==> src/rtl/rdx_pkg.sv <==
// rdx_pkg: shared widths, constants, job type and helpers of the radix digit emitter.
// No dependencies; every rtl/ file imports it.
package rdx_pkg;

  localparam int VALUE_W     = 32;               // converted value width
  localparam int BASE_W      = 6;                // base register width
  localparam int CHAR_W      = 7;                // ASCII code width
  localparam int DIG_W       = BASE_W;           // one digit value, below 36
  localparam int BIT_W       = 3;                // index of a digit bit, 0..5
  localparam int IDX_W       = $clog2(VALUE_W);  // digit place, 0..VALUE_W-1
  localparam int PROD_W      = VALUE_W + BASE_W; // power times base
  localparam int QUEUE_DEPTH = 2;
  localparam int QPTR_W      = $clog2(QUEUE_DEPTH);
  localparam int QCNT_W      = $clog2(QUEUE_DEPTH + 1);
  localparam int DATA_W      = 32;               // APB data width
  localparam int ADDR_W      = 3;                // APB address width

  localparam logic [BASE_W-1:0] BASE_RESET = BASE_W'(10);
  localparam logic [BASE_W-1:0] BASE_MIN   = BASE_W'(2);
  localparam logic [BASE_W-1:0] BASE_MAX   = BASE_W'(36);
  localparam logic [DIG_W-1:0]  DIG_TEN    = DIG_W'(10);
  localparam logic [CHAR_W-1:0] ASCII_NUM  = CHAR_W'(48);  // '0'
  localparam logic [CHAR_W-1:0] ASCII_ALPH = CHAR_W'(55);  // 'A' - 10

  localparam logic [ADDR_W-1:0] REG_BASE_ADDR = ADDR_W'(0);

  // One conversion job, as handed from the front to the back.
  typedef struct packed {
    logic [VALUE_W-1:0] value;
    logic [BASE_W-1:0]  base;
    logic [BIT_W-1:0]   top_bit;  // highest bit a digit of this base can have
  } job_t;

  typedef struct packed {
    logic valid;
    job_t job;
  } job_push_t;

  typedef struct packed {
    logic full;
    logic empty;
  } queue_stat_t;

  // Highest set bit position of (base - 1), for base 2..36.
  function automatic logic [BIT_W-1:0] top_bit_of(input logic [BASE_W-1:0] b);
    logic [BIT_W-1:0] r;
    begin
      if (b > BASE_W'(32))      r = BIT_W'(5);
      else if (b > BASE_W'(16)) r = BIT_W'(4);
      else if (b > BASE_W'(8))  r = BIT_W'(3);
      else if (b > BASE_W'(4))  r = BIT_W'(2);
      else if (b > BASE_W'(2))  r = BIT_W'(1);
      else                      r = BIT_W'(0);
      return r;
    end
  endfunction

  function automatic logic [CHAR_W-1:0] to_ascii(input logic [DIG_W-1:0] d);
    logic [CHAR_W-1:0] r;
    begin
      if (d >= DIG_TEN) r = CHAR_W'(d) + ASCII_ALPH;
      else              r = CHAR_W'(d) + ASCII_NUM;
      return r;
    end
  endfunction

endpackage

==> src/rtl/rdx_front.sv <==
// rdx_front: input register; clamps the base and classifies the job.
// Depends on rdx_pkg.
module rdx_front import rdx_pkg::*; (
  input  logic               clk,
  input  logic               rst_n,
  input  logic               start,
  output logic               busy,
  input  logic [VALUE_W-1:0] in_value,
  input  logic [BASE_W-1:0]  base_cfg,
  input  queue_stat_t        q_stat,
  output job_push_t          push
);

  logic         valid_r, valid_nxt;
  job_t         job_r, job_nxt;
  logic [BASE_W-1:0] eff_base;
  logic         take, drain;

  always_comb begin
    if (base_cfg < BASE_MIN)      eff_base = BASE_MIN;
    else if (base_cfg > BASE_MAX) eff_base = BASE_MAX;
    else                          eff_base = base_cfg;
  end

  assign drain = valid_r & ~q_stat.full;
  assign busy  = valid_r & q_stat.full;
  assign take  = start & ~busy;

  always_comb begin
    valid_nxt = valid_r;
    job_nxt   = job_r;
    if (drain) valid_nxt = 1'b0;
    if (take) begin
      valid_nxt       = 1'b1;
      job_nxt.value   = in_value;
      job_nxt.base    = eff_base;
      job_nxt.top_bit = top_bit_of(eff_base);
    end
  end

  always_ff @(posedge clk) begin
    if (!rst_n) begin
      valid_r <= 1'b0;
    end else begin
      valid_r <= valid_nxt;
    end
    job_r <= job_nxt;
  end

  assign push.valid = drain;
  assign push.job   = job_r;

  a_busy_only_loaded: assert property (@(posedge clk) disable iff (!rst_n)
    busy |-> valid_r && q_stat.full)
    else $error("busy without a held job");
  a_take_loads: assert property (@(posedge clk) disable iff (!rst_n)
    take |=> valid_r && job_r.base >= BASE_MIN && job_r.base <= BASE_MAX)
    else $error("accepted job not held or base out of range");
  a_hold_when_full: assert property (@(posedge clk) disable iff (!rst_n)
    busy |=> valid_r && $stable(job_r))
    else $error("held job changed while queue full");

endmodule

==> src/rtl/rdx_queue.sv <==
// rdx_queue: small register FIFO of jobs between front and back.
// Depends on rdx_pkg.
module rdx_queue import rdx_pkg::*; (
  input  logic        clk,
  input  logic        rst_n,
  input  job_push_t   push,
  input  logic        pop,
  output job_t        head,
  output queue_stat_t q_stat
);

  job_t              mem_r [QUEUE_DEPTH];
  logic [QPTR_W-1:0] wr_r, wr_nxt, rd_r, rd_nxt;
  logic [QCNT_W-1:0] cnt_r, cnt_nxt;
  logic              do_pop;

  assign q_stat.full  = (cnt_r == QCNT_W'(QUEUE_DEPTH));
  assign q_stat.empty = (cnt_r == '0);
  assign do_pop       = pop & ~q_stat.empty;
  assign head         = mem_r[rd_r];

  always_comb begin
    wr_nxt  = wr_r;
    rd_nxt  = rd_r;
    cnt_nxt = cnt_r;
    if (push.valid)
      wr_nxt = (wr_r == QPTR_W'(QUEUE_DEPTH - 1)) ? '0 : wr_r + QPTR_W'(1);
    if (do_pop)
      rd_nxt = (rd_r == QPTR_W'(QUEUE_DEPTH - 1)) ? '0 : rd_r + QPTR_W'(1);
    if (push.valid && !do_pop)      cnt_nxt = cnt_r + QCNT_W'(1);
    else if (!push.valid && do_pop) cnt_nxt = cnt_r - QCNT_W'(1);
  end

  always_ff @(posedge clk) begin
    if (!rst_n) begin
      wr_r  <= '0;
      rd_r  <= '0;
      cnt_r <= '0;
    end else begin
      wr_r  <= wr_nxt;
      rd_r  <= rd_nxt;
      cnt_r <= cnt_nxt;
    end
    if (push.valid) mem_r[wr_r] <= push.job;
  end

  a_no_overflow: assert property (@(posedge clk) disable iff (!rst_n)
    push.valid |-> !q_stat.full)
    else $error("push into full queue");
  a_cnt_bound: assert property (@(posedge clk) disable iff (!rst_n)
    cnt_r <= QCNT_W'(QUEUE_DEPTH))
    else $error("queue count out of bounds");
  a_ptr_match: assert property (@(posedge clk) disable iff (!rst_n)
    (q_stat.empty || q_stat.full) |-> wr_r == rd_r)
    else $error("queue pointers disagree with count");

endmodule

==> src/rtl/rdx_back.sv <==
// rdx_back: digit engine; builds the power ladder, then peels digits MSB first.
// Depends on rdx_pkg.
module rdx_back import rdx_pkg::*; (
  input  logic              clk,
  input  logic              rst_n,
  input  job_t              head,
  input  queue_stat_t       q_stat,
  output logic              pop,
  output logic              out_valid,
  output logic [CHAR_W-1:0] out_digit_char,
  output logic              out_last_digit
);

  typedef enum logic [2:0] {
    S_IDLE = 3'b001,
    S_RISE = 3'b010,
    S_DIG  = 3'b100
  } state_t;

  state_t             state_r, state_nxt;
  logic [VALUE_W-1:0] rem_r, rem_nxt;
  logic [VALUE_W-1:0] pw_r, pw_nxt;
  logic [VALUE_W-1:0] pw_stack_r [VALUE_W];
  logic [IDX_W-1:0]   idx_r, idx_nxt;
  logic [BASE_W-1:0]  base_r, base_nxt;
  logic [BIT_W-1:0]   top_r, top_nxt;
  logic [BIT_W-1:0]   bit_r, bit_nxt;
  logic [DIG_W-1:0]   dig_r, dig_nxt, dig_cur;
  logic               stk_we;
  logic [IDX_W-1:0]   stk_wa;
  logic [VALUE_W-1:0] stk_wd;
  logic [PROD_W-1:0]  prod, trial;
  logic               fits;
  logic               ov_nxt, last_nxt;
  logic [CHAR_W-1:0]  char_nxt;
  logic               out_valid_r, out_last_r;
  logic [CHAR_W-1:0]  out_char_r;

  assign prod  = PROD_W'(pw_r) * PROD_W'(base_r);
  assign trial = PROD_W'(pw_r) << bit_r;
  assign fits  = PROD_W'(rem_r) >= trial;
  assign dig_cur = fits ? (dig_r | (DIG_W'(1) << bit_r)) : dig_r;

  always_comb begin
    state_nxt = state_r;
    rem_nxt   = rem_r;
    pw_nxt    = pw_r;
    idx_nxt   = idx_r;
    base_nxt  = base_r;
    top_nxt   = top_r;
    bit_nxt   = bit_r;
    dig_nxt   = dig_r;
    stk_we    = 1'b0;
    stk_wa    = idx_r;
    stk_wd    = pw_r;
    pop       = 1'b0;
    ov_nxt    = 1'b0;
    last_nxt  = 1'b0;
    char_nxt  = to_ascii(dig_cur);
    unique case (state_r)
      S_IDLE: begin
        if (!q_stat.empty) begin
          pop       = 1'b1;
          rem_nxt   = head.value;
          base_nxt  = head.base;
          top_nxt   = head.top_bit;
          pw_nxt    = VALUE_W'(1);
          idx_nxt   = '0;
          stk_we    = 1'b1;
          stk_wa    = '0;
          stk_wd    = VALUE_W'(1);
          state_nxt = S_RISE;
        end
      end
      S_RISE: begin
        if (prod <= PROD_W'(rem_r)) begin
          pw_nxt  = prod[VALUE_W-1:0];
          idx_nxt = idx_r + IDX_W'(1);
          stk_we  = 1'b1;
          stk_wa  = idx_r + IDX_W'(1);
          stk_wd  = prod[VALUE_W-1:0];
        end else begin
          bit_nxt   = top_r;
          dig_nxt   = '0;
          state_nxt = S_DIG;
        end
      end
      S_DIG: begin
        if (fits) rem_nxt = rem_r - trial[VALUE_W-1:0];
        dig_nxt = dig_cur;
        bit_nxt = bit_r - BIT_W'(1);
        if (bit_r == '0) begin
          ov_nxt   = 1'b1;
          last_nxt = (idx_r == '0);
          dig_nxt  = '0;
          bit_nxt  = top_r;
          if (idx_r == '0) begin
            state_nxt = S_IDLE;
          end else begin
            idx_nxt = idx_r - IDX_W'(1);
            pw_nxt  = pw_stack_r[idx_r - IDX_W'(1)];
          end
        end
      end
      default: state_nxt = S_IDLE;
    endcase
  end

  always_ff @(posedge clk) begin
    if (!rst_n) begin
      state_r     <= S_IDLE;
      out_valid_r <= 1'b0;
    end else begin
      state_r     <= state_nxt;
      out_valid_r <= ov_nxt;
    end
    rem_r      <= rem_nxt;
    pw_r       <= pw_nxt;
    idx_r      <= idx_nxt;
    base_r     <= base_nxt;
    top_r      <= top_nxt;
    bit_r      <= bit_nxt;
    dig_r      <= dig_nxt;
    out_char_r <= char_nxt;
    out_last_r <= last_nxt;
    if (stk_we) pw_stack_r[stk_wa] <= stk_wd;
  end

  assign out_valid      = out_valid_r;
  assign out_digit_char = out_char_r;
  assign out_last_digit = out_last_r;

  // greedy invariant: what is left fits in the digit bits still to be decided
  a_rem_bound: assert property (@(posedge clk) disable iff (!rst_n)
    state_r == S_DIG |->
      {7'b0, rem_r} < ({7'b0, pw_r} << ({1'b0, bit_r} + 4'd1)))
    else $error("remainder exceeds current place");
  a_emit_from_dig: assert property (@(posedge clk) disable iff (!rst_n)
    out_valid_r |-> $past(state_r == S_DIG))
    else $error("digit emitted outside digit phase");
  a_last_ends_job: assert property (@(posedge clk) disable iff (!rst_n)
    out_valid_r && out_last_r |-> state_r == S_IDLE)
    else $error("final digit emitted while job still running");
  a_char_legal: assert property (@(posedge clk) disable iff (!rst_n)
    out_valid_r |-> (out_char_r >= ASCII_NUM && out_char_r <= CHAR_W'(57)) ||
                    (out_char_r >= CHAR_W'(65) && out_char_r <= CHAR_W'(90)))
    else $error("digit code outside 0-9 / A-Z");

endmodule

==> src/rtl/radix_to_ascii_digits_core.sv <==
// radix_to_ascii_digits_core: top level of the radix digit emitter.
// Depends on rdx_pkg, rdx_front, rdx_queue, rdx_back.
//
//  channel | ports                               | transfer when
//  --------+-------------------------------------+------------------------------
//  input   | start, busy, in_value               | start high, busy low
//  result  | out_valid, out_digit_char,          | every cycle out_valid is high
//          | out_last_digit                      | (one cycle, no backpressure)
//  config  | psel penable pwrite paddr pwdata    | psel, penable, pwrite high
//          | prdata pready                       | (pready tied high)
//
// Flow: a value passes the input register, then the queue, on its way to the
// digit engine. The engine loads the job, builds the power ladder and then
// decides the digits, most significant first, each in B = ceil(log2(base))
// restoring-subtract steps, one step for each bit of the digit.
// Reset (rst_n low, synchronous) empties the queue and idles the engine;
// base returns to 10. busy rises only when the input register and the
// two-entry queue are both full; results are never stalled.
module radix_to_ascii_digits_core import rdx_pkg::*; (
  input  logic               clk,
  input  logic               rst_n,
  // input channel
  input  logic               start,
  output logic               busy,
  input  logic [VALUE_W-1:0] in_value,
  // result channel
  output logic               out_valid,
  output logic [CHAR_W-1:0]  out_digit_char,
  output logic               out_last_digit,
  // configuration port
  input  logic               psel,
  input  logic               penable,
  input  logic               pwrite,
  input  logic [ADDR_W-1:0]  paddr,
  input  logic [DATA_W-1:0]  pwdata,
  output logic [DATA_W-1:0]  prdata,
  output logic               pready
);

  logic [BASE_W-1:0] cfg_base_r, cfg_base_nxt;
  logic              cfg_wr;
  job_push_t         push;
  queue_stat_t       q_stat;
  job_t              head;
  logic              pop;

  // Register file: only base, decoded on the word address bit.
  assign pready = 1'b1;
  assign cfg_wr = psel & penable & pwrite & pready;

  always_comb begin
    cfg_base_nxt = cfg_base_r;
    if (cfg_wr && paddr[ADDR_W-1] == REG_BASE_ADDR[ADDR_W-1])
      cfg_base_nxt = pwdata[BASE_W-1:0];
  end

  always_ff @(posedge clk) begin
    if (!rst_n) begin
      cfg_base_r <= BASE_RESET;
    end else begin
      cfg_base_r <= cfg_base_nxt;
    end
  end

  // read data: base at word 0, zero elsewhere
  assign prdata = (paddr[ADDR_W-1] == REG_BASE_ADDR[ADDR_W-1]) ?
                  DATA_W'(cfg_base_r) : '0;

  rdx_front u_front (
    .clk      (clk),
    .rst_n    (rst_n),
    .start    (start),
    .busy     (busy),
    .in_value (in_value),
    .base_cfg (cfg_base_r),
    .q_stat   (q_stat),
    .push     (push)
  );

  rdx_queue u_queue (
    .clk    (clk),
    .rst_n  (rst_n),
    .push   (push),
    .pop    (pop),
    .head   (head),
    .q_stat (q_stat)
  );

  rdx_back u_back (
    .clk            (clk),
    .rst_n          (rst_n),
    .head           (head),
    .q_stat         (q_stat),
    .pop            (pop),
    .out_valid      (out_valid),
    .out_digit_char (out_digit_char),
    .out_last_digit (out_last_digit)
  );

  a_cfg_write: assert property (@(posedge clk) disable iff (!rst_n)
    cfg_wr && paddr[ADDR_W-1] == 1'b0 |=> cfg_base_r == $past(pwdata[BASE_W-1:0]))
    else $error("base register write lost");
  a_busy_no_take: assert property (@(posedge clk) disable iff (!rst_n)
    busy |-> !q_stat.empty)
    else $error("busy while queue empty");
  a_pop_when_data: assert property (@(posedge clk) disable iff (!rst_n)
    pop |-> !q_stat.empty)
    else $error("engine took a job from an empty queue");

endmodule

==> config.mk <==
export PLATFORM = sky130hd
export DESIGN_NAME = radix_to_ascii_digits_core
export DESIGN_NICKNAME = d
export VERILOG_FILES = /design/src/rtl/rdx_pkg.sv /design/src/rtl/rdx_front.sv /design/src/rtl/rdx_queue.sv /design/src/rtl/rdx_back.sv /design/src/rtl/radix_to_ascii_digits_core.sv
export SDC_FILE = /design/constraint.sdc
export NUM_CORES = 2
export LEC_CHECK = 0
export ABC_AREA = 1
export ABC_CLOCK_PERIOD_IN_PS = 10100
export BUFFER_PORTS_ARGS = -buffer_cell sky130_fd_sc_hd__buf_2
export CAP_MARGIN = 0
export CORE_ASPECT_RATIO = 1.4
export CORE_MARGIN = 1.5
export CORE_UTILIZATION = 45
export CTS_CLUSTER_SIZE = 24
export DETAILED_ROUTE_END_ITERATION = 7
export PLACE_DENSITY = 0.6
export RECOVER_POWER = 50
export SKIP_LAST_GASP = 1
export SYNTH_ARGS = -nofsm -noshare
export SYNTH_HDL_FRONTEND = slang
export SYNTH_SLANG_ARGS = --single-unit
==> constraint.sdc <==
create_clock -name clk -period 10.1 [get_ports clk]
set_clock_uncertainty 0.2 [all_clocks]
set_input_delay 2.02 -clock clk [delete_from_list [all_inputs] [get_ports clk]]
set_output_delay 2.02 -clock clk [all_outputs]
set_load 0.005 [all_outputs]
### Yosys cells after proc, flatten, opt, wreduce, memory -nomap -nowiden

Memories as Yosys holds them, arrays and structs flattened. A register that Yosys moved wholly into a read port is not among the register bits.
Cells that the tools add are included.

* memories kept: 2
* register bits after elaboration: 151
* latch bits: 0
* logic and storage cells: 139
* RAM bits: 1106
* bits of input ports: 73
* bits in read-only memories: 0

Memories
* u_back.pw_stack_r: depth 32, width 32, read ports 1, clocked after Yosys merged registers in 0, write ports 1, line rdx_back.sv:23 `logic [VALUE_W-1:0] pw_stack_r [VALUE_W];`
* u_queue.mem_r: depth 2, width 41, read ports 1, clocked after Yosys merged registers in 1, write ports 1, line rdx_queue.sv:12 `job_t mem_r [QUEUE_DEPTH];`

* equality and inequality tests: 10
* shifts and indexed selects: 2
* muxes and demuxes: 52
* $lt $le $gt $ge: 10
* $mul: 1
* bitwise logic cells: 11
* reduce and logical (&&, ||, !) cells: 21
* $add $sub $neg: 10
* div/mod/pow operators: 0

Operators with widths (count)
* $mux W32: 6
* $pmux W32 S2: 2
* $pmux W32 S3: 1
* $ge A32 B38 Y1: 1
* $le A38 B32 Y1: 1
* $mul A32 B6 Y38: 1
* $shl A32 B3 Y38: 1
* $mux W6: 6
* $sub A32 B32 Y32: 1
* $mux W3: 8
* $mux W5: 4
* $mux W1: 16
* $pmux W5 S3: 1
* $add A6 B6 Y7 const B: 2
* $gt A6 B6 Y1 const B: 2
* $pmux W6 S2: 1
* $pmux W5 S2: 1
* $pmux W3 S3: 1
* $reduce_and A2 Y1: 4
* $reduce_bool A2 Y1: 4
* $mux W7: 1
* $and A1 B1 Y1: 6
* $ge A6 B4 Y1 const B: 1
* $gt A6 B2 Y1 const B: 1
* 31 further kinds: 44

### Logic depth before layout (Yosys ltp)

* depth after elaboration: 8
* depth in mapped cells: 40
* depth with buffers taken out: 38

### Cells and area by module

From an unflattened synthesis, not the netlist that was laid out.

* cell total of the unflattened synthesis: 5620
* area total of the unflattened synthesis: 61111.1 um2

By module, submodules not included
* rdx_back: area each 55652.1 um2, cells each 5280, times used 1
* rdx_queue: area each 3400.8 um2, cells each 165, times used 1
* rdx_front: area each 1501.4 um2, cells each 93, times used 1
* radix_to_ascii_digits_core: area each 556.8 um2, cells each 82, times used 1

### Least setup slack after synthesis

OpenSTA, ideal clock, no wires.

* path type: flip-flop to flip-flop
* start point: register u_back.base_r[0]
* end point: memory u_back.pw_stack_r[12][0], enable pin
* setup slack: 2564 ps
* cell stages (with the launch flop): 37
* arrival time: 6915 ps
* library setup time: 421 ps
* cell sequence: edfxtp_1 -> clkbuf_1 -> clkbuf_1 -> nand2_1 -> fa_1 -> inv_1 -> fa_1 -> inv_1 -> fa_1 -> inv_1 -> ha_1 -> nand2_1 -> clkinv_1 -> nand4_1 -> nand2_1 -> nand2_1 -> nand2_1 -> a21oi_1 -> o21ai_0 -> xor2_1 -> ha_1 -> nand2_1 -> nor2_1 -> nand2_1 -> nor2_1 -> a21oi_1 -> nand2_1 -> nand2_1 -> a21oi_1 -> nor2_4 -> nand3_4 -> nand2_1 -> nand3_1 -> nand2_1 -> nor2_4 -> nand2_4 -> nor2_1

* word-level cells in the longest chain between the ends: 6
* elaborated cells between the ends (all ways): 8
* those cells by class: mul: 1; order compare: 1; mux: 6

RTL lines
* start: declaration: line rdx_back.sv:25 `logic [BASE_W-1:0] base_r, base_nxt;`
* start signal: assignment: line rdx_back.sv:120 `base_r <= base_nxt;`
* $mul A32 B6 Y38 (*): line rdx_back.sv:39 `assign prod = PROD_W'(pw_r) * PROD_W'(base_r);`
* $le A38 B32 Y1 (*): line rdx_back.sv:76 `if (prod <= PROD_W'(rem_r)) begin`
* $mux W1: line rdx_back.sv:76
* $pmux W1 S2: line rdx_back.sv:60 `unique case (state_r)`
* $mux W1: line rdx_back.sv:126 `if (stk_we) pw_stack_r[stk_wa] <= stk_wd;`
* $mux W1 (implied by the code): line rdx_back.sv:126
* end: declaration: line rdx_back.sv:23

Mark *: on every way between the ends. The rest lies on a longest branch, timed or not.

### Final worst setup path

* start point: register u_back.base_r[1]
* end point: memory u_back.pw_stack_r[18][24], enable pin

The elaborated chain is that of the path after synthesis.

==> results_dict.tcl <==
set metrics [dict create \
    status "complete, but fails checks" \
    violations "capacitance limit, slew limit" \
    start_util 0.452 \
    synth_edf_count 1234 \
    via_per_inst 5.60 \
    yosysUniqueCellTypes 57 \
    synthSimpleGateAreaFrac 0.128 \
    cpPeakStageDelay_ps 1000 \
    whs_path_depth 0 \
    post-cts-setup-buffers 0 \
    hp-start "u_front.push[28]" \
    ios 116 \
    area_delta_synth_final_pct 10.3 \
    drc 0 \
    grt_max_degree 193 \
    fp.dieH_microns 437 \
    rsz0062_at_grt "false" \
    grt_pass1_vias 40900 \
    core_area_sq_um 134000 \
    layout_common_cells "nand2_1, edfxtp_1, a21oi_1" \
    synth_top_family_by_area "simple AND/OR/NAND/NOR gates" \
    rrSetupSlack_ps 740 \
    crit_type "reg2reg" \
    crit_required_ps 10320 \
    dp_cells 7204 \
    std_cell_rows 159 \
    portBuffers 60 \
    stdcell_count 7413 \
    grt_pass1_wl_microns 252000 \
    dieArea_sq_um 137000 \
    post_synth_xor_area_fraction 0.00825 \
    muxShareOfSynthArea 0.00132 \
    synth-seq-area-share 0.620 \
    reg2regPathDepth 36 \
    synth_area_sq_um 60500 \
    min_period_over_period 0.926 \
    min_path_type "reg2reg" \
    slew_violations 479 \
    finalSetupViolations 0 \
    ys.warnings.count 0 \
    startpoint "u_back.base_r[1]" \
    cts_tree "done" \
    synth-compound-area-share 0.119 \
    ctsRootBufferMaster "clkbuf_16" \
    htree_levels 3 \
    cts_buffer_depth 3 \
    maxSlewHeadroom -1.29 \
    dp.final_hpwl_microns 105000 \
    cpMostUsedCell "nand2_1" \
    die_w_microns 313 \
    num_vias 41500 \
    clk_latency_ps 740 \
    grt_overflow 0 \
    cp_slowest_cell "edfxtp_1" \
    tightest_slew_ps 3440 \
    dp_slack_ps 1200 \
    finalHoldViolCount 0 \
    drv_cap 14 \
    crit_fanout 23 \
    antenna_found_initial 5 \
    cp-end-kind "flip-flop" \
    detail-route-antenna-nets 0 \
    cts_made_buffers 113 \
    synthAdderAreaFrac 0.0658 \
    clock_sinks 1258 \
    ctsHoldBuffers 0 \
    start_kind "flip-flop" \
    ys_ff_latch 1258 \
    synth_ff_type "edfxtp_1" \
    grt_use_total 0.244 \
    placed_area_sq_um 63200 \
    clk_pin_slew_ps 60 \
    firstDrtPassIters 7 \
    layout_commonest_cell "nand2_1" \
    nNetsFinal 5866 \
    stdcell_area_sq_um 66700 \
    finalSetupTns_ps 0 \
    period_needed_ps 9360 \
    syn_inst 5592 \
    drtIter0Drc 3371 \
    cts_resized 0 \
    synth.avg_cell_area_sq_um 10.8 \
    wirelength_microns 168000 \
    drive_gt1_frac 0.0723 \
    wl_per_cell_microns 22.7 \
    async_flop_share 0 \
    critPathArrivalTime_ps 9580 \
    gp_congestion 0.981 \
    fmaxAchievable_ghz 0.107 \
    r2r_start "u_back.base_r[1]" \
    fin_ws_ps 743 \
]
## final timing paths
kind	endpoint
hold / removal	u_queue.mem_r[0][28]
hold reg to reg	u_queue.mem_r[0][28]
setup reg to reg	u_back.pw_stack_r[18][24]
setup / recovery	u_back.pw_stack_r[18][24]
## synth_stat cells, types with 35 or more instances
library cell     n  area (sq um)
nand2_1       1409          5290
edfxtp_1      1234         37100
a21oi_1        545          2730
inv_1          531          1990
o21ai_0        293          1470
clkbuf_1       282          1060
nor2_1         226           848
nand3_1        178           891
a22oi_1        163          1220
ha_1           123          1540
fa_1           122          2440
a221oi_1        62           543
a32o_1          37           370
buf_1           35           131
## per-stage QoR
step | hold slack, ps | util
after floorplan | 221 | -
after global placement | 224 | 0.472
after detailed placement | 230 | 0.472
after CTS | 243 | 0.500
after global routing | 247 | 0.498
final | 242 | 0.498
## cell type report
class	count	area (sq um)
multi-input cells	3468	20000
repair buffers	169	1310
inverters	538	2040
clock buffers	145	3040
diodes	2	5.00
flip-flops and latches	1258	37500
fillers	11900	67200
clock inverters	62	623
well taps	1771	2220
## flip-flops by register name, summed over array words and instances (netlist names), 2 cells and up, named ones only
register / cells
u_back.state_r: 3
u_back.top_r: 3
u_back.out_digit_char: 7
u_back.pw_stack_r: 1024
u_back.base_r: 6
u_back.bit_r: 3
u_back.pw_r: 32
u_back.dig_r: 6
u_front.push: 41
u_queue.cnt_r: 2
u_queue.mem_r: 82
cfg_base_r: 6
u_back.rem_r: 32
u_back.idx_r: 5
## worst max-delay path, delay by kind of cell (launching register included)
kind	cells	cell delay (ps)
and+or+nand+nor	19	3520
DFF	1	1000
xor gates and xnor gates	1	410
buffers and inverters	7	1110
AOI/OAI and AO/OA	4	750
adders and majority gates	5	1990
## logic make-up after synthesis
family,count (synthesis)
and+or+nand+nor,1919
DFF,1258
AOI/OAI and AO/OA,1212
buffers and inverters,891
adders and majority gates,245
xor gates and xnor gates,57
muxes,8
other,2
## per-layer routing
layer,part of all wire,vias up,routed length [microns],global-route usage
li1,-,19300,-,-
met1,0.39,20600,64900,0.296
met2,0.52,1284,87100,0.439
met3,0.052,322,8710,0.0275
met4,0.044,0,7380,0.103
met5,0,-,0,0
Power is left out: the tool's default activity adds up to more than one toggle a clock period on the data nets, which glitch-free logic cannot reach.
